$ cat src/rtl/core/ggc_pkg.sv
// Package for the geometric grading coefficient block.
// Holds fixed-point constants, codes, state and command types shared by all modules.
// No dependencies.
`default_nettype none

package ggc_pkg;

    localparam int MAX_EDGES    = 1024;
    localparam int BISECT_LIMIT = 100;
    localparam int CNT_W        = 11;
    localparam int IT_W         = 8;
    localparam int DCNT_W       = 7;

    localparam logic [CNT_W-1:0]  MAX_EDGES_C    = CNT_W'(MAX_EDGES);
    localparam logic [IT_W-1:0]   BISECT_LIMIT_C = IT_W'(BISECT_LIMIT);
    localparam logic [DCNT_W-1:0] DIV_STEPS      = DCNT_W'(64);

    localparam logic [63:0] ONE_Q28    = 64'h0000_0000_1000_0000;
    localparam logic [63:0] DIRECT_NHI = 64'h0000_0000_0100_0000;
    localparam logic [30:0] LOW_RATIO  = 31'h0400_0000;
    localparam logic [30:0] HIGH_RATIO = 31'h4000_0000;
    localparam logic [31:0] ONE_Q30    = 32'h4000_0000;
    localparam logic [63:0] MAX64      = 64'hFFFF_FFFF_FFFF_FFFF;

    localparam logic [31:0] RATIO_RESET = 32'h1000_0000;

    localparam logic CMD_INIT = 1'b0;
    localparam logic CMD_NEXT = 1'b1;

    localparam logic [1:0] REG_RATIO      = 2'd0;
    localparam logic [1:0] REG_EDGE_COUNT = 2'd1;
    localparam logic [1:0] REG_DIRECT     = 2'd2;
    localparam logic [1:0] REG_FIRST_ARM  = 2'd3;

    typedef enum logic [2:0] {
        ST_OK       = 3'd0,
        ST_NO_ROOT  = 3'd1,
        ST_ZERO     = 3'd2,
        ST_PAST_END = 3'd3,
        ST_NOT_INIT = 3'd4,
        ST_OVERFLOW = 3'd5
    } status_t;

    typedef enum logic [1:0] {
        DS_TARGET,
        DS_DIRECT,
        DS_REVERSE,
        DS_NEXT
    } div_src_t;

    typedef enum logic [1:0] {
        MID_LOW,
        MID_HIGH,
        MID_BISECT
    } mid_sel_t;

    typedef enum logic [1:0] {
        RIN_ZERO,
        RIN_CFG,
        RIN_MID
    } rin_sel_t;

    typedef enum logic [1:0] {
        PASS_LG1,
        PASS_LG2,
        PASS_MID
    } pass_t;

    typedef enum logic [4:0] {
        S_IDLE,
        S_NEXT,
        S_NEXT_MH,
        S_NEXT_ML,
        S_NEXT_DW,
        S_NEXT_ADD,
        S_NEXT_FIN,
        S_INIT,
        S_TGT_WAIT,
        S_POLY_ADD,
        S_POLY_MH,
        S_POLY_ML,
        S_POLY_END,
        S_BIS_CHK,
        S_BIS_LOOP,
        S_BIS_UPD,
        S_SUM_START,
        S_SUM_CHK,
        S_SUM_MH,
        S_SUM_ML,
        S_SUM_ADD,
        S_SUM_END,
        S_PN_MH,
        S_PN_ML,
        S_PN_DIV,
        S_INIT_DW,
        S_INIT_FIN,
        S_DONE
    } state_t;

    typedef struct packed {
        logic     accept;
        logic     init_clear;
        logic     ovf_clr;
        logic     st_wr;
        logic     st_okovf;
        status_t  st_code;
        logic     div_load;
        div_src_t div_src;
        logic     tgt_wr;
        logic     mul_hi;
        logic     mul_mid;
        logic     mul_term;
        logic     p_wr_mul;
        logic     term_wr_mul;
        logic     poly_start;
        logic     s_add;
        logic     mid_set;
        mid_sel_t mid_sel;
        logic     lg1_wr;
        logic     bis_init;
        logic     bis_upd;
        logic     rin_wr;
        rin_sel_t rin_sel;
        logic     sum_wr;
        logic     term_wr_div;
        logic     frac_add;
        logic     init_set;
        logic     out_load;
    } ggc_cmd_t;

    typedef struct packed {
        logic is_init;
        logic at_end;
        logic dir;
        logic fal_zero;
        logic div_done;
        logic j_done;
        logic no_root;
        logic bis_more;
        logic zero_ratio;
        logic ovf;
    } ggc_stat_t;

endpackage

`default_nettype wire

$ cat src/rtl/core/ggc_ctrl.sv
// Controller state machine for the geometric grading coefficient block.
// Sequences init, ratio solving, series build and next steps over the datapath.
// Depends on ggc_pkg.
`default_nettype none

module ggc_ctrl (
    input  wire logic              clk,
    input  wire logic              rst_n,
    input  wire logic              in_valid,
    output logic                   in_ready,
    input  wire logic              command,
    output logic                   out_valid,
    input  wire logic              out_ready,
    input  wire ggc_pkg::ggc_stat_t stat,
    output ggc_pkg::ggc_cmd_t      cmd
);

    ggc_pkg::state_t state_reg, state_next;
    ggc_pkg::pass_t  pass_reg, pass_next;
    logic            out_valid_reg, out_valid_next;

    always_ff @(posedge clk or negedge rst_n)
    begin
        if (!rst_n)
        begin
            state_reg     <= ggc_pkg::S_IDLE;
            pass_reg      <= ggc_pkg::PASS_LG1;
            out_valid_reg <= 1'b0;
        end
        else
        begin
            state_reg     <= state_next;
            pass_reg      <= pass_next;
            out_valid_reg <= out_valid_next;
        end
    end

    assign in_ready  = (state_reg == ggc_pkg::S_IDLE);
    assign out_valid = out_valid_reg;

    // next state
    always_comb
    begin
        state_next = state_reg;
        pass_next  = pass_reg;
        unique case (state_reg)
            ggc_pkg::S_IDLE:
            begin
                if (in_valid)
                    state_next = (command == ggc_pkg::CMD_NEXT) ? ggc_pkg::S_NEXT
                                                                : ggc_pkg::S_INIT;
            end
            ggc_pkg::S_NEXT:
            begin
                priority if (!stat.is_init) state_next = ggc_pkg::S_DONE;
                else if (stat.at_end)       state_next = ggc_pkg::S_DONE;
                else if (stat.dir)          state_next = ggc_pkg::S_NEXT_MH;
                else                        state_next = ggc_pkg::S_NEXT_DW;
            end
            ggc_pkg::S_NEXT_MH:  state_next = ggc_pkg::S_NEXT_ML;
            ggc_pkg::S_NEXT_ML:  state_next = ggc_pkg::S_NEXT_ADD;
            ggc_pkg::S_NEXT_DW:
            begin
                if (stat.div_done) state_next = ggc_pkg::S_NEXT_ADD;
            end
            ggc_pkg::S_NEXT_ADD: state_next = ggc_pkg::S_NEXT_FIN;
            ggc_pkg::S_NEXT_FIN: state_next = ggc_pkg::S_DONE;
            ggc_pkg::S_INIT:
            begin
                state_next = stat.fal_zero ? ggc_pkg::S_SUM_START : ggc_pkg::S_TGT_WAIT;
            end
            ggc_pkg::S_TGT_WAIT:
            begin
                if (stat.div_done)
                begin
                    state_next = ggc_pkg::S_POLY_ADD;
                    pass_next  = ggc_pkg::PASS_LG1;
                end
            end
            ggc_pkg::S_POLY_ADD:
            begin
                state_next = stat.j_done ? ggc_pkg::S_POLY_END : ggc_pkg::S_POLY_MH;
            end
            ggc_pkg::S_POLY_MH:  state_next = ggc_pkg::S_POLY_ML;
            ggc_pkg::S_POLY_ML:  state_next = ggc_pkg::S_POLY_ADD;
            ggc_pkg::S_POLY_END:
            begin
                unique case (pass_reg)
                    ggc_pkg::PASS_LG1:
                    begin
                        state_next = ggc_pkg::S_POLY_ADD;
                        pass_next  = ggc_pkg::PASS_LG2;
                    end
                    ggc_pkg::PASS_LG2: state_next = ggc_pkg::S_BIS_CHK;
                    default:           state_next = ggc_pkg::S_BIS_UPD;
                endcase
            end
            ggc_pkg::S_BIS_CHK:
            begin
                state_next = stat.no_root ? ggc_pkg::S_DONE : ggc_pkg::S_BIS_LOOP;
            end
            ggc_pkg::S_BIS_LOOP:
            begin
                if (stat.bis_more)
                begin
                    state_next = ggc_pkg::S_POLY_ADD;
                    pass_next  = ggc_pkg::PASS_MID;
                end
                else
                    state_next = ggc_pkg::S_SUM_START;
            end
            ggc_pkg::S_BIS_UPD:   state_next = ggc_pkg::S_BIS_LOOP;
            ggc_pkg::S_SUM_START: state_next = ggc_pkg::S_SUM_CHK;
            ggc_pkg::S_SUM_CHK:
            begin
                state_next = stat.j_done ? ggc_pkg::S_SUM_END : ggc_pkg::S_SUM_MH;
            end
            ggc_pkg::S_SUM_MH:  state_next = ggc_pkg::S_SUM_ML;
            ggc_pkg::S_SUM_ML:  state_next = ggc_pkg::S_SUM_ADD;
            ggc_pkg::S_SUM_ADD: state_next = ggc_pkg::S_SUM_CHK;
            ggc_pkg::S_SUM_END:
            begin
                priority if (stat.zero_ratio) state_next = ggc_pkg::S_DONE;
                else if (stat.ovf)            state_next = ggc_pkg::S_DONE;
                else if (stat.dir)            state_next = ggc_pkg::S_INIT_DW;
                else                          state_next = ggc_pkg::S_PN_MH;
            end
            ggc_pkg::S_PN_MH:  state_next = ggc_pkg::S_PN_ML;
            ggc_pkg::S_PN_ML:  state_next = ggc_pkg::S_PN_DIV;
            ggc_pkg::S_PN_DIV: state_next = ggc_pkg::S_INIT_DW;
            ggc_pkg::S_INIT_DW:
            begin
                if (stat.div_done) state_next = ggc_pkg::S_INIT_FIN;
            end
            ggc_pkg::S_INIT_FIN: state_next = ggc_pkg::S_DONE;
            ggc_pkg::S_DONE:
            begin
                if (!out_valid_reg || out_ready) state_next = ggc_pkg::S_IDLE;
            end
            default: state_next = ggc_pkg::S_IDLE;
        endcase
    end

    // outputs
    always_comb
    begin
        cmd            = '0;
        out_valid_next = out_valid_reg && !out_ready;
        unique case (state_reg)
            ggc_pkg::S_IDLE:
            begin
                cmd.accept = in_valid;
            end
            ggc_pkg::S_NEXT:
            begin
                cmd.ovf_clr = 1'b1;
                priority if (!stat.is_init)
                begin
                    cmd.st_wr   = 1'b1;
                    cmd.st_code = ggc_pkg::ST_NOT_INIT;
                end
                else if (stat.at_end)
                begin
                    cmd.st_wr   = 1'b1;
                    cmd.st_code = ggc_pkg::ST_PAST_END;
                end
                else if (!stat.dir)
                begin
                    cmd.div_load = 1'b1;
                    cmd.div_src  = ggc_pkg::DS_NEXT;
                end
            end
            ggc_pkg::S_NEXT_MH:
            begin
                cmd.mul_hi   = 1'b1;
                cmd.mul_term = 1'b1;
            end
            ggc_pkg::S_NEXT_ML:
            begin
                cmd.mul_term    = 1'b1;
                cmd.term_wr_mul = 1'b1;
            end
            ggc_pkg::S_NEXT_DW:
            begin
                cmd.term_wr_div = stat.div_done;
            end
            ggc_pkg::S_NEXT_ADD:
            begin
                cmd.frac_add = 1'b1;
            end
            ggc_pkg::S_NEXT_FIN:
            begin
                cmd.st_wr    = 1'b1;
                cmd.st_okovf = 1'b1;
            end
            ggc_pkg::S_INIT:
            begin
                cmd.init_clear = 1'b1;
                cmd.ovf_clr    = 1'b1;
                if (stat.fal_zero)
                begin
                    cmd.rin_wr  = 1'b1;
                    cmd.rin_sel = ggc_pkg::RIN_CFG;
                end
                else
                begin
                    cmd.div_load = 1'b1;
                    cmd.div_src  = ggc_pkg::DS_TARGET;
                end
            end
            ggc_pkg::S_TGT_WAIT:
            begin
                if (stat.div_done)
                begin
                    cmd.tgt_wr     = 1'b1;
                    cmd.mid_set    = 1'b1;
                    cmd.mid_sel    = ggc_pkg::MID_LOW;
                    cmd.poly_start = 1'b1;
                end
            end
            ggc_pkg::S_POLY_ADD:
            begin
                cmd.s_add = !stat.j_done;
            end
            ggc_pkg::S_POLY_MH:
            begin
                cmd.mul_hi  = 1'b1;
                cmd.mul_mid = 1'b1;
            end
            ggc_pkg::S_POLY_ML:
            begin
                cmd.mul_mid  = 1'b1;
                cmd.p_wr_mul = 1'b1;
            end
            ggc_pkg::S_POLY_END:
            begin
                if (pass_reg == ggc_pkg::PASS_LG1)
                begin
                    cmd.lg1_wr     = 1'b1;
                    cmd.mid_set    = 1'b1;
                    cmd.mid_sel    = ggc_pkg::MID_HIGH;
                    cmd.poly_start = 1'b1;
                end
            end
            ggc_pkg::S_BIS_CHK:
            begin
                if (stat.no_root)
                begin
                    cmd.rin_wr  = 1'b1;
                    cmd.rin_sel = ggc_pkg::RIN_ZERO;
                    cmd.st_wr   = 1'b1;
                    cmd.st_code = ggc_pkg::ST_NO_ROOT;
                end
                else
                    cmd.bis_init = 1'b1;
            end
            ggc_pkg::S_BIS_LOOP:
            begin
                if (stat.bis_more)
                begin
                    cmd.mid_set    = 1'b1;
                    cmd.mid_sel    = ggc_pkg::MID_BISECT;
                    cmd.poly_start = 1'b1;
                end
                else
                begin
                    cmd.rin_wr  = 1'b1;
                    cmd.rin_sel = ggc_pkg::RIN_MID;
                end
            end
            ggc_pkg::S_BIS_UPD:
            begin
                cmd.bis_upd = 1'b1;
            end
            ggc_pkg::S_SUM_START:
            begin
                cmd.poly_start = 1'b1;
            end
            ggc_pkg::S_SUM_MH:
            begin
                cmd.mul_hi = 1'b1;
            end
            ggc_pkg::S_SUM_ML:
            begin
                cmd.p_wr_mul = 1'b1;
            end
            ggc_pkg::S_SUM_ADD:
            begin
                cmd.s_add = 1'b1;
            end
            ggc_pkg::S_SUM_END:
            begin
                cmd.sum_wr = 1'b1;
                priority if (stat.zero_ratio)
                begin
                    cmd.st_wr   = 1'b1;
                    cmd.st_code = ggc_pkg::ST_ZERO;
                end
                else if (stat.ovf)
                begin
                    cmd.st_wr   = 1'b1;
                    cmd.st_code = ggc_pkg::ST_OVERFLOW;
                end
                else if (stat.dir)
                begin
                    cmd.div_load = 1'b1;
                    cmd.div_src  = ggc_pkg::DS_DIRECT;
                end
            end
            ggc_pkg::S_PN_MH:
            begin
                cmd.mul_hi = 1'b1;
            end
            ggc_pkg::S_PN_ML:
            begin
                cmd.p_wr_mul = 1'b1;
            end
            ggc_pkg::S_PN_DIV:
            begin
                cmd.div_load = 1'b1;
                cmd.div_src  = ggc_pkg::DS_REVERSE;
            end
            ggc_pkg::S_INIT_DW:
            begin
                cmd.term_wr_div = stat.div_done;
            end
            ggc_pkg::S_INIT_FIN:
            begin
                cmd.st_wr    = 1'b1;
                cmd.st_okovf = 1'b1;
                cmd.init_set = !stat.ovf;
            end
            ggc_pkg::S_DONE:
            begin
                if (!out_valid_reg || out_ready)
                begin
                    cmd.out_load   = 1'b1;
                    out_valid_next = 1'b1;
                end
            end
            default:
            begin
                cmd = '0;
            end
        endcase
    end

endmodule

`default_nettype wire

$ cat config.mk
export PLATFORM = sky130hd
export DESIGN_NAME = ggc_ctrl
export DESIGN_NICKNAME = d
export VERILOG_FILES = /design/src/rtl/core/ggc_pkg.sv /design/src/rtl/core/ggc_ctrl.sv
export SDC_FILE = /design/constraint.sdc
export NUM_CORES = 1
export LEC_CHECK = 0
export BUFFER_PORTS_ARGS = -buffer_cell sky130_fd_sc_hd__buf_2
export CORE_MARGIN = 8
export CORE_UTILIZATION = 49
export CTS_BUF_LIST = sky130_fd_sc_hd__clkbuf_8
export CTS_CLUSTER_DIAMETER = 200
export CTS_CLUSTER_SIZE = 30
export DETAILED_ROUTE_END_ITERATION = 8
export PLACE_DENSITY = 0.91
export SYNTH_ARGS = -nofsm -noshare
export SYNTH_HDL_FRONTEND = slang
export SYNTH_SLANG_ARGS = --single-unit
export TNS_END_PERCENT = 10
$ cat constraint.sdc
create_clock -name clk -period 2.3 [get_ports clk]
set_clock_uncertainty 0.2 [all_clocks]
set_input_delay 0.575 -clock clk [delete_from_list [all_inputs] [get_ports clk]]
set_output_delay 0.575 -clock clk [all_outputs]
set_load 0.01 [all_outputs]
# Word level (Yosys, flattened, before mapping)

Cells that the tools add are included.

Eq/ne operators: 35
Mux-type cells: 78
Reduce and logical (&&, ||, !) cells: 19

Operator list:

| kind                 | count |
|---|---|
| $pmux W5 S26         | 1 |
| $eq A5 B5 Y1 const B | 12 |
| $mux W3              | 19 |
| $mux W5              | 10 |
| $eq A5 B4 Y1 const B | 8 |
| $mux W1              | 31 |
| $pmux W3 S3          | 3 |
| $eq A5 B3 Y1 const B | 4 |
| $mux W4              | 4 |
| $ne A2 B2 Y1 const B | 7 |
| $pmux W3 S4          | 1 |
| $reduce_or A2 Y1     | 6 |
| $eq A5 B2 Y1 const B | 2 |
| $mux W2              | 4 |
| $pmux W1 S4          | 2 |
| $pmux W2 S3          | 1 |
| $pmux W3 S2          | 1 |
| $eq A5 B1 Y1 const B | 1 |
| $logic_not A5 Y1     | 1 |
| $reduce_and A5 Y1    | 1 |
| $logic_not A1 Y1     | 4 |
| $reduce_and A4 Y1    | 1 |
| $reduce_or A4 Y1     | 1 |
| $reduce_bool A3 Y1   | 1 |
| other kinds (6)      | 6 |

Register bits after elaboration: 8
Input port bits: 15
Output and inout bits: 35
Logic and storage cells: 135

# Logic depth before layout (Yosys ltp)

Gate-level depths: netlist of the first run.

Word-level depth: 4
Gate-level depth with buffers: 7
Gate-level depth less buffers: 6

# Least setup slack after synthesis of the first run

OpenSTA, ideal clock, no wires.

Path kind: flip-flop to output port
Start: register state_reg[2]
End: output cmd[15] in the netlist's numbering
Arrival time: 1.577 ns
Data required time: 1.525 ns
Setup slack: -0.052 ns
Cell stages (with the launch flop): 6
Buffers on the path: 1
Cells stage by stage: dfrtp_1 -> buf_4 -> nand2_4 -> nor4_1 -> or3_1 -> or2_1

RTL lines:

| what                   | RTL line       | RTL |
|---|---|---|
| from (decl)            | ggc_ctrl.sv:18 | `ggc_pkg::state_t state_reg, state_next;` |
| from (signal assigned) | ggc_ctrl.sv:26 | `state_reg <= ggc_pkg::S_IDLE;` |
| from (signal assigned) | ggc_ctrl.sv:32 | `state_reg <= state_next;` |
| to (decl)              | ggc_ctrl.sv:15 | `output ggc_pkg::ggc_cmd_t cmd` |

==> results.cfg, run 1 <==
[clocking]
numCtsBuffers = 3
cts.path.max_buffers = 2
cts_tree = done
htree_num_levels = 1
clock-sinks = 8
cts_root_buffer = clkbuf_8
clk_latency_ns = 0.23
clkTransAtPathRegs_ns = 0.04

[global_routing]
grt_max_degree = 15
grt_pass1_vias = 1767
gr-total-overflow = 0
track_usage = 0.247
grt_pass1_wl_mm = 8.42
antenna_found_initial = 0

[status]
violations = setup timing
status = complete, but fails checks

[drt]
viasPerCell = 6.61
wl_mm = 6.05
drc = 0
final_antenna_net_count = 0
drt_iter0_markers = 177
num_vias = 1891
dr.pass1.iters = 5
post_drt_wl_per_cell_um = 21.1

[synthesis]
synth_async_sr_flop_share = 1.00
synth_edf_count = 0
yosysWarnings = 0
syn_inst = 169
synthFlopType = dfrtp_1
synth_cell_type_count = 52
ys_ff_latch = 8
synth-seq-area-share = 0.171
syn_area_per_cell_um2 = 6.94
synth_nets = 184
synth_area_mm2 = 0.00117

[sta]
hold_viol = 0
min_period_ns = 2.60
worst_pin_slew_ns = 0.382
fmax_ghz = 0.385
fin_ws_ns = -0.295
relSlewSlack = 0.743
slew_viol_final = 0
rsz0062_at_grt = true
setup_viol_count_final = 18
post-route-period-util = 1.13

[placement]
port_buffers = 49
pre_cts_ws_ns = -0.0833
hpwl_mm = 3.69
gp_congestion = 1.05

[floorplanning]
dieArea_mm2 = 0.00421
core_mm2 = 0.00223
ios = 50
fp.dieW_um = 64.9
placementRows = 17
die_y_um = 64.9
initial_core_util = 0.525

[finish]
largest_reg_flops = 5
diodes = 0
drive_above_1_share = 0.550
fin_nets = 275
nFillCells = 131
areaGrowthSynthToFinish_pct = 64.5
final_util = 0.863

[power]
p_leak_nw = 1.02
ir_drop_v = 0.00108
p_per_area_mw_per_mm2 = 1370

[critical_path]
arrival_ns = 1.82
cp.required_ns = 1.52
critPathMaxFanout = 6
worstReg2RegStart = state_reg[3]
crit_start = state_reg[2]
startpoint_type = register
crit_type = reg -> out
reg2reg_slack_ns = 0.02
endpoint_kind = output pin

[min_path]
hp-start = pass_reg[0]
hold_class = reg -> reg

[job]
maxCapViolCount = 0
## critical path: stages (launching register included)
cell and delay [ns]:
dfrtp_2 0.45, buf_4 0.17, nand4_1 0.14, nor2_2 0.07, or3_1 0.39, or2_1 0.23, buf_2 0.14
## routing by layer
layer,global-route usage,wire length [um]
met5,0,0
met4,0.136,395
met3,0.0876,723
met2,0.401,2760
met1,0.276,2170
## cells by family (layout without fill, tap and decap cells)
family | count (synthesis) | in the layout | share of synthesized area
AND/OR/NAND/NOR | 95 | 95 | 0.446
AO/OA/AOI/OAI | 42 | 42 | 0.253
buffers and inverters | 23 | 112 | 0.122
flip-flops | 8 | 8 | 0.171
multiplexers | 1 | 1 | 0.00854
## cell type report
cell class,count,area (um2),share of cell area
multi-input combinational,138,963,0.500
timing repair buffer,98,638,0.331
sequential,8,206,0.107
inverter,11,43.8,0.0227
clock buffer,3,41.3,0.0214
tap,28,35.0,0.0182
## final timing paths
check	endpoint	depth (start not counted)
worst max-delay path	cmd[15]	6
worst min-delay path	pass_reg[0]	2
worst max register to register	state_reg[2]	7
worst min register to register	pass_reg[0]	2
max in group asynchronous	state_reg[4]	2
min in group asynchronous	pass_reg[1]	2
## cell usage after synthesis (all sizes together) (2+ instances only)
library cell,number,area share
nor2,25,0.082
nand2,14,0.051
o21ai,14,0.066
inv,11,0.035
nor3,11,0.047
a21oi,10,0.046
nand3,9,0.038
dfrtp,8,0.17
buf,7,0.045
nor2b,6,0.034
nor4,6,0.032
clkbuf,5,0.042
nand2b,5,0.033
or2,4,0.021
or3,4,0.030
o211ai,3,0.028
a221o,2,0.017
a31oi,2,0.011
and3,2,0.011
nand4,2,0.011
nor3b,2,0.013
## layout by cell type, fill, tap and decap left out, types with 3 or more instances in the layout
cell type,count
nor3_1,10
nand2_1,12
buf_4,43
buf_6,4
nor2_4,3
o21ai_1,3
buf_2,49
nand3_1,7
clkbuf_8,3
dfrtp_1,3
o21ai_0,8
or2_1,3
nor2b_1,3
nand2b_4,3
nor2_1,20
o21ai_2,3
a21oi_1,9
inv_1,10
nor4_1,3
dfrtp_2,5
## through the flow
stage	setup TNS [ns]	hold slack [ns]	std cells	area (um2)	total power, mW
floorplan	-0.0170	0.0794	169	1180	1.34
global placement	-0.0819	0.221	273	1650	1.89
detailed placement	-0.199	0.223	273	1650	1.93
CTS	-1.64	0.416	286	1820	2.29
global route	-3.73	0.482	286	1930	2.77
finish	-2.58	0.457	286	1930	2.65
## what timing repair did
| item | in CTS | in global routing |
|---|---|---|
| pin swaps | 2 | 3 |
| endpoints found under the setup margin | 23 | 32 |
| hold endpoints to repair | 8 | 0 |
| setup buffers | 9 | 0 |
| resized for setup | 16 | 25 |
| hold buffers | 1 | 0 |
## report_power, final
part	switching [mW]	internal [mW]	total [mW]
combinational	1.18	0.939	2.12
sequential	0.143	0.218	0.361
clock	0.0571	0.114	0.171
total	1.38	1.27	2.65
(Power assumes the default switching activity.)
==> inputs of run 2 (changes only) <==
TNS_END_PERCENT = 100   (was 10)
==> run 2 against run 1 <==
  * The flow now stops in global routing (5_1_grt)
  * Synthesized cell count is the same
  * Synthesized area is the same
==> results.cfg, run 2 <==
[synthesis]
yosysWarnings = 0
syn_inst = 169
synth_async_sr_flop_share = 1.00
synth_edf_count = 0
ys_ff_latch = 8
synth-seq-area-share = 0.171
syn_area_per_cell_um2 = 6.94
synth_common_cells = nor2_1, nand2_1, nor3_1, inv_1
yosysTopAreaCell = dfrtp_1
yosys.cell_count.top_type = nor2_1
synth_nets = 184
synth_cell_type_count = 52
synth_area_mm2 = 0.00117
synthFlopType = dfrtp_1
synth.top_cell.area_share = 0.171
synth_area_leaders = dfrtp_1, nor2_1, nor3_1

[floorplanning]
initial_core_util = 0.525
ios = 50
placementRows = 17
die_y_um = 64.9
fp.dieW_um = 64.9

[status]
stop_stage = global routing (5_1_grt)
firstError = [ERROR DPL-0038] Utilization greater than 100%, impossible to legalize
status = stopped before the end

[placement]
port_buffers = 49
hpwl_mm = 3.69
place_area_mm2 = 0.00165
gp_congestion = 1.05
dp.cells = 273

[clocking]
cts.path.max_buffers = 2
numCtsBuffers = 3
htree_num_levels = 1
cts_root_buffer = clkbuf_8
clock-sinks = 8

[sta]
postGrtWorstEndpoint = cmd[24]
worst-ep-kind = primary output

[global_routing]
grt_max_degree = 14
## run 2: cell counts after synthesis
No cell type changed its count.
## run 2: timing repair
action                                  in CTS
pin swaps                                    8
hold buffers                                 1
gates resized for setup                     35
endpoints found under the setup margin      23
buffers inserted                            19
hold endpoints to repair                     8
## run 2: kinds of logic after synthesis
kind of cell / synth area share
buffers and inverters: 0.122
flip-flops: 0.171
multiplexers: 0.00854
AO/OA/AOI/OAI: 0.253
AND/OR/NAND/NOR: 0.446
## run 2: metrics by stage
stage                     hold WS (ns)   util  worst slack, ns
after floorplan                 0.0794      -          -0.0170
after global placement           0.221  0.739          -0.0319
after detailed placement         0.223  0.739          -0.0833
after CTS                        0.416  0.886           -0.203
==> inputs of run 3 (changes only) <==
CORE_AREA = 8 8 69 71   (was default)
CORE_MARGIN = default   (was 8)
CORE_UTILIZATION = default   (was 49)
CTS_BUF_LIST = default   (was sky130_fd_sc_hd__clkbuf_8)
CTS_CLUSTER_DIAMETER = default   (was 200)
CTS_CLUSTER_SIZE = default   (was 30)
DIE_AREA = 0 0 77 79   (was default)
PLACE_DENSITY = default   (was 0.91)
PLACE_DENSITY_LB_ADDON = 0.15   (was default)
==> run 3 against run 2 <==
  * The flow now finishes, with violations (setup timing)
==> results.cfg, run 3 (synthesis results as in run 1) <==
[status]
status = complete, but fails checks
violations = setup timing

[floorplanning]
core_mm2 = 0.00380
die_y_um = 79
dieArea_mm2 = 0.00608
placementRows = 23
initial_core_util = 0.309
ios = 50
fp.dieW_um = 77

[clocking]
cts_root_buffer = clkbuf_8
cts_tree = done
htree_num_levels = 1
clkTransAtPathRegs_ns = 0.04
clock-sinks = 8
numCtsBuffers = 3
cts.path.max_buffers = 2
clk_latency_ns = 0.22

[critical_path]
worstReg2RegStart = state_reg[2]
crit_start = state_reg[0]
rr_endpoint = state_reg[1]
arrival_ns = 1.77
endpoint_kind = output pin
cp.required_ns = 1.52
endpoint = cmd[29]
crit_type = reg -> out
reg2reg_slack_ns = 0.23
startpoint_type = register
reg2reg_depth = 7
critPathMaxFanout = 4

[finish]
diodes = 0
final_cells = 316
final_util = 0.565
fin_nets = 283
mostFrequentLayoutCell = buf_2
layout_common_cells = buf_2, buf_4, nor2_1
largest_reg_flops = 5
drive_above_1_share = 0.583
areaGrowthSynthToFinish_pct = 82.9

[sta]
rsz0062_at_grt = true
fmax_ghz = 0.393
relSlewSlack = 0.698
fin_ws_ns = -0.247
worst_pin_slew_ns = 0.448
slew_viol_final = 0
min_period_ns = 2.55
setup_viol_count_final = 17
post-route-period-util = 1.11
hold_viol = 0

[placement]
gp_congestion = 0.875
hpwl_mm = 3.87
port_buffers = 49
dp.cells = 299
pre_cts_ws_ns = -0.0427

[global_routing]
grt_pass1_vias = 1598
antenna_found_initial = 0
grt_max_degree = 12
gr-total-overflow = 0
grt_pass1_wl_mm = 7.69
track_usage = 0.152

[power]
power_mw = 2.70
p_per_area_mw_per_mm2 = 1260
ir_drop_v = 0.000711
p_leak_nw = 1.10

[drt]
dr.pass1.iters = 4
final_antenna_net_count = 0
num_vias = 1584
post_drt_wl_per_cell_um = 15.8
drt_iter0_markers = 104
wl_mm = 4.99
viasPerCell = 5.01
drc = 0

[job]
maxCapViolCount = 0

[min_path]
hold_class = reg -> reg
[run 3: stage by stage]
stage / setup TNS [ns] / cell area, um2 / hold WS [ns]
CTS: -1.48 / 1960 / 0.406
detailed placement: -0.0713 / 1720 / 0.221
finish: -1.62 / 2140 / 0.405
global route: -3.17 / 2140 / 0.442
global placement: -0.0511 / 1720 / 0.223
floorplan: -0.0170 / 1180 / 0.0794
[run 3: timing repair]
| action | CTS | global route |
|---|---|---|
| pin swaps | 10 | 11 |
| resized for setup | 31 | 37 |
| endpoints found under the hold margin | 8 | 0 |
| setup endpoints to repair | 15 | 28 |
| buffers inserted | 9 | 9 |
| hold buffers | 1 | 0 |
| gates cloned | 0 | 0 |
[run 3: how the worst min path moves through the flow]
stage	to	depth (start not counted)	slack [ns]	startpoint
floorplan	out_valid	0	0.08	rst_n
global placement	pass_reg[1]	1	0.22	rst_n
detailed placement	pass_reg[1]	1	0.22	rst_n
CTS	state_reg[3]	2	0.41	state_reg[3]
global route	pass_reg[0]	2	0.44	pass_reg[0]
finish	pass_reg[0]	2	0.41	pass_reg[0]
[run 3: per-layer routing]
layer / share of wire / track usage / up-vias
met2: 0.54 / 0.278 / 40
met1: 0.42 / 0.181 / 734
met4: 0.0080 / 0.0340 / 0
met3: 0.038 / 0.0260 / 3
met5: 0 / 0 / -
li1: - / - / 807
[run 3: final cells by class]
type	instances	area, um2
fill	400	1650
multi-input combinational	138	1010
timing repair buffer	106	783
sequential	8	203
tap	50	62.6
inverter	11	43.8
clock buffer	3	41.3
[run 3: where the power goes]
part           total [mW]  internal (mW)  switching (mW)
combinational        2.24           1.10            1.14
clock               0.160          0.113          0.0477
sequential          0.304          0.213          0.0908
total                2.70           1.43            1.27
[run 3: worst max-delay path, stage by stage (launching register included)]
cell and delay, ns:
dfrtp_1 0.42, buf_4 0.16, nand2b_4 0.07, or4b_4 0.57, o21ai_2 0.10, or3_1 0.12
buf_2 0.12
==> inputs of run 4 (changes only) <==
BUFFER_PORTS_ARGS = default   (was -buffer_cell sky130_fd_sc_hd__buf_2)
DONT_BUFFER_PORTS = 1   (was default)
==> run 4 against run 3 <==
  * Critical path type unchanged
  * The run still ends with setup timing left
  * Final area shrank 12%
  * Combinational power fell by 9.8%
  * Die area unchanged
==> results.cfg, run 4 (synthesis results as in run 1) <==
[floorplanning]
die_y_um = 79
dieArea_mm2 = 0.00608
ios = 50
initial_core_util = 0.309
core_mm2 = 0.00380
placementRows = 23
fp.dieW_um = 77

[finish]
mostFrequentLayoutCell = buf_4
fin_nets = 236
areaGrowthSynthToFinish_pct = 60.7
drive_above_1_share = 0.498
layout_common_cells = buf_4, nor2_1, nand2_1
diodes = 0
largest_reg_flops = 5
nFillCells = 394

[global_routing]
antenna_found_initial = 0
grt_pass1_wl_mm = 7.86
grt_max_degree = 15
grt_pass1_vias = 1511
track_usage = 0.158
gr-total-overflow = 0

[placement]
hpwl_mm = 3.88
pre_cts_ws_ns = -0.0272
port_buffers = 0
gp_congestion = 0.938

[power]
p_switching_mw = 1.24
p_per_area_mw_per_mm2 = 1340
ir_drop_v = 0.000597
switching_share = 0.493
pwr-share-comb = 0.800
p_leak_nw = 0.846
seq_power_share = 0.135
clkPwrFrac = 0.065
p_int_mw = 1.28

[sta]
relSlewSlack = 0.751
fin_ws_ns = -0.142
rsz0062_at_grt = true
fmax_ghz = 0.410
slew_viol_final = 0
setup_viol_count_final = 14
post-route-period-util = 1.06
hold_viol = 0
worst_pin_slew_ns = 0.370
setup_tns_ns = -0.948
min_period_ns = 2.44

[clocking]
cts_tree = done
clock-sinks = 8
clk_latency_ns = 0.22
cts.path.max_buffers = 2
clkTransAtPathRegs_ns = 0.04
htree_num_levels = 1
numCtsBuffers = 3
cts_root_buffer = clkbuf_8

[critical_path]
crit_start = state_reg[3]
cp.required_ns = 1.52
startpoint_type = register
crit_type = reg -> out
arrival_ns = 1.67
path_cells = buf_6, nand2_4, or4b_4, o21ai_2, or3_4
critPathMaxFanout = 6
crit_path_max_incr_delay_ns = 0.58
slowest_stage = or4b_4
worstReg2RegStart = state_reg[4]
endpoint_kind = output pin

[drt]
wl_mm = 5.13
viasPerCell = 5.51
final_antenna_net_count = 0
post_drt_wl_per_cell_um = 19.1
drt_iter0_markers = 82
dr.pass1.iters = 4
num_vias = 1481
drc = 0

[min_path]
hold_class = in -> reg
hp-start = stat[2]

[job]
maxCapViolCount = 0

[status]
violations = setup timing
status = complete, but fails checks
[run 4: cell types whose count changed in the layout (fill, tap and decap cells not counted), moves of 3 or more]
cell / delta
buf_2: -44
buf_4: +7
buf_6: -13
dfrtp_1: -3
dfrtp_2: +3
nand2_1: +4
nand2_4: -3
nor2_1: -3
nor2_4: +3
nor4_1: -3
nor4_2: +3
[run 4: area by class of cell]
cell class	count	area (um2)	area share
multi-input cells	138	1020	0.540
repair buffers	59	513	0.272
flip-flops and latches	8	206	0.110
well taps	50	62.6	0.0332
inverters	11	43.8	0.0232
clock buffers	3	41.3	0.0219
[run 4: per-layer routing]
metal	up-vias	share of wire	track usage	routed length, um
met1	718	0.41	0.180	2080
met3	8	0.056	0.0440	289
li1	715	-	-	-
met4	0	0.019	0.0642	100
met5	-	0	0	0
met2	40	0.52	0.273	2660
[run 4: what timing repair did]
item,4_1_cts,5_1_grt
resized for setup,30,23
pin swaps,8,12
hold endpoints to repair,8,0
setup endpoints to repair,21,26
hold buffers,1,0
setup buffers,9,4
gates cloned,0,0
[run 4: final timing paths]
| kind | end | slack [ns] | cells after the start |
|---|---|---|---|
| max | cmd[29] | -0.14 | 5 |
| min | pass_reg[1] | 0.34 | 2 |
| max reg2reg | state_reg[0] | 0.13 | 10 |
| min reg2reg | pass_reg[0] | 0.45 | 2 |
| max in group asynchronous | state_reg[1] | 1.14 | 1 |
| min in group asynchronous | pass_reg[1] | 0.49 | 1 |
[run 4: worst max-delay path: cells and delay by family (launching register included)]
family / cells / cell delay, ns
AO/OA/AOI/OAI: 1 / 0.10
AND/OR/NAND/NOR: 3 / 0.80
flip-flops: 1 / 0.42
buffers and inverters: 1 / 0.12
[run 4: through the flow]
| stage | cell area (um2) | util | hold WS [ns] | cells | power [mW] |
|---|---|---|---|---|---|
| finish | 1880 | 0.496 | 0.338 | 269 | 2.52 |
| global route | 1880 | 0.496 | 0.354 | 269 | 2.71 |
| CTS | 1760 | 0.464 | 0.328 | 266 | 2.37 |
| detailed placement | 1520 | 0.401 | 0.0797 | 253 | 1.96 |
| global placement | 1520 | 0.401 | 0.0798 | 253 | 1.97 |
| floorplan | 1180 | - | 0.0794 | 169 | 1.34 |
[run 4: power by group through the flow]
| stage | Clock (mW) | Sequential (mW) | Combinational (mW) |
|---|---|---|---|
| 2_1_floorplan | 0 | 0.266 | 1.07 |
| 3_3_place_gp | 0 | 0.326 | 1.64 |
| 3_5_place_dp | 0 | 0.324 | 1.64 |
| 4_1_cts | 0.174 | 0.317 | 1.88 |
| 5_1_grt | 0.183 | 0.350 | 2.18 |
| 6_report | 0.164 | 0.341 | 2.02 |
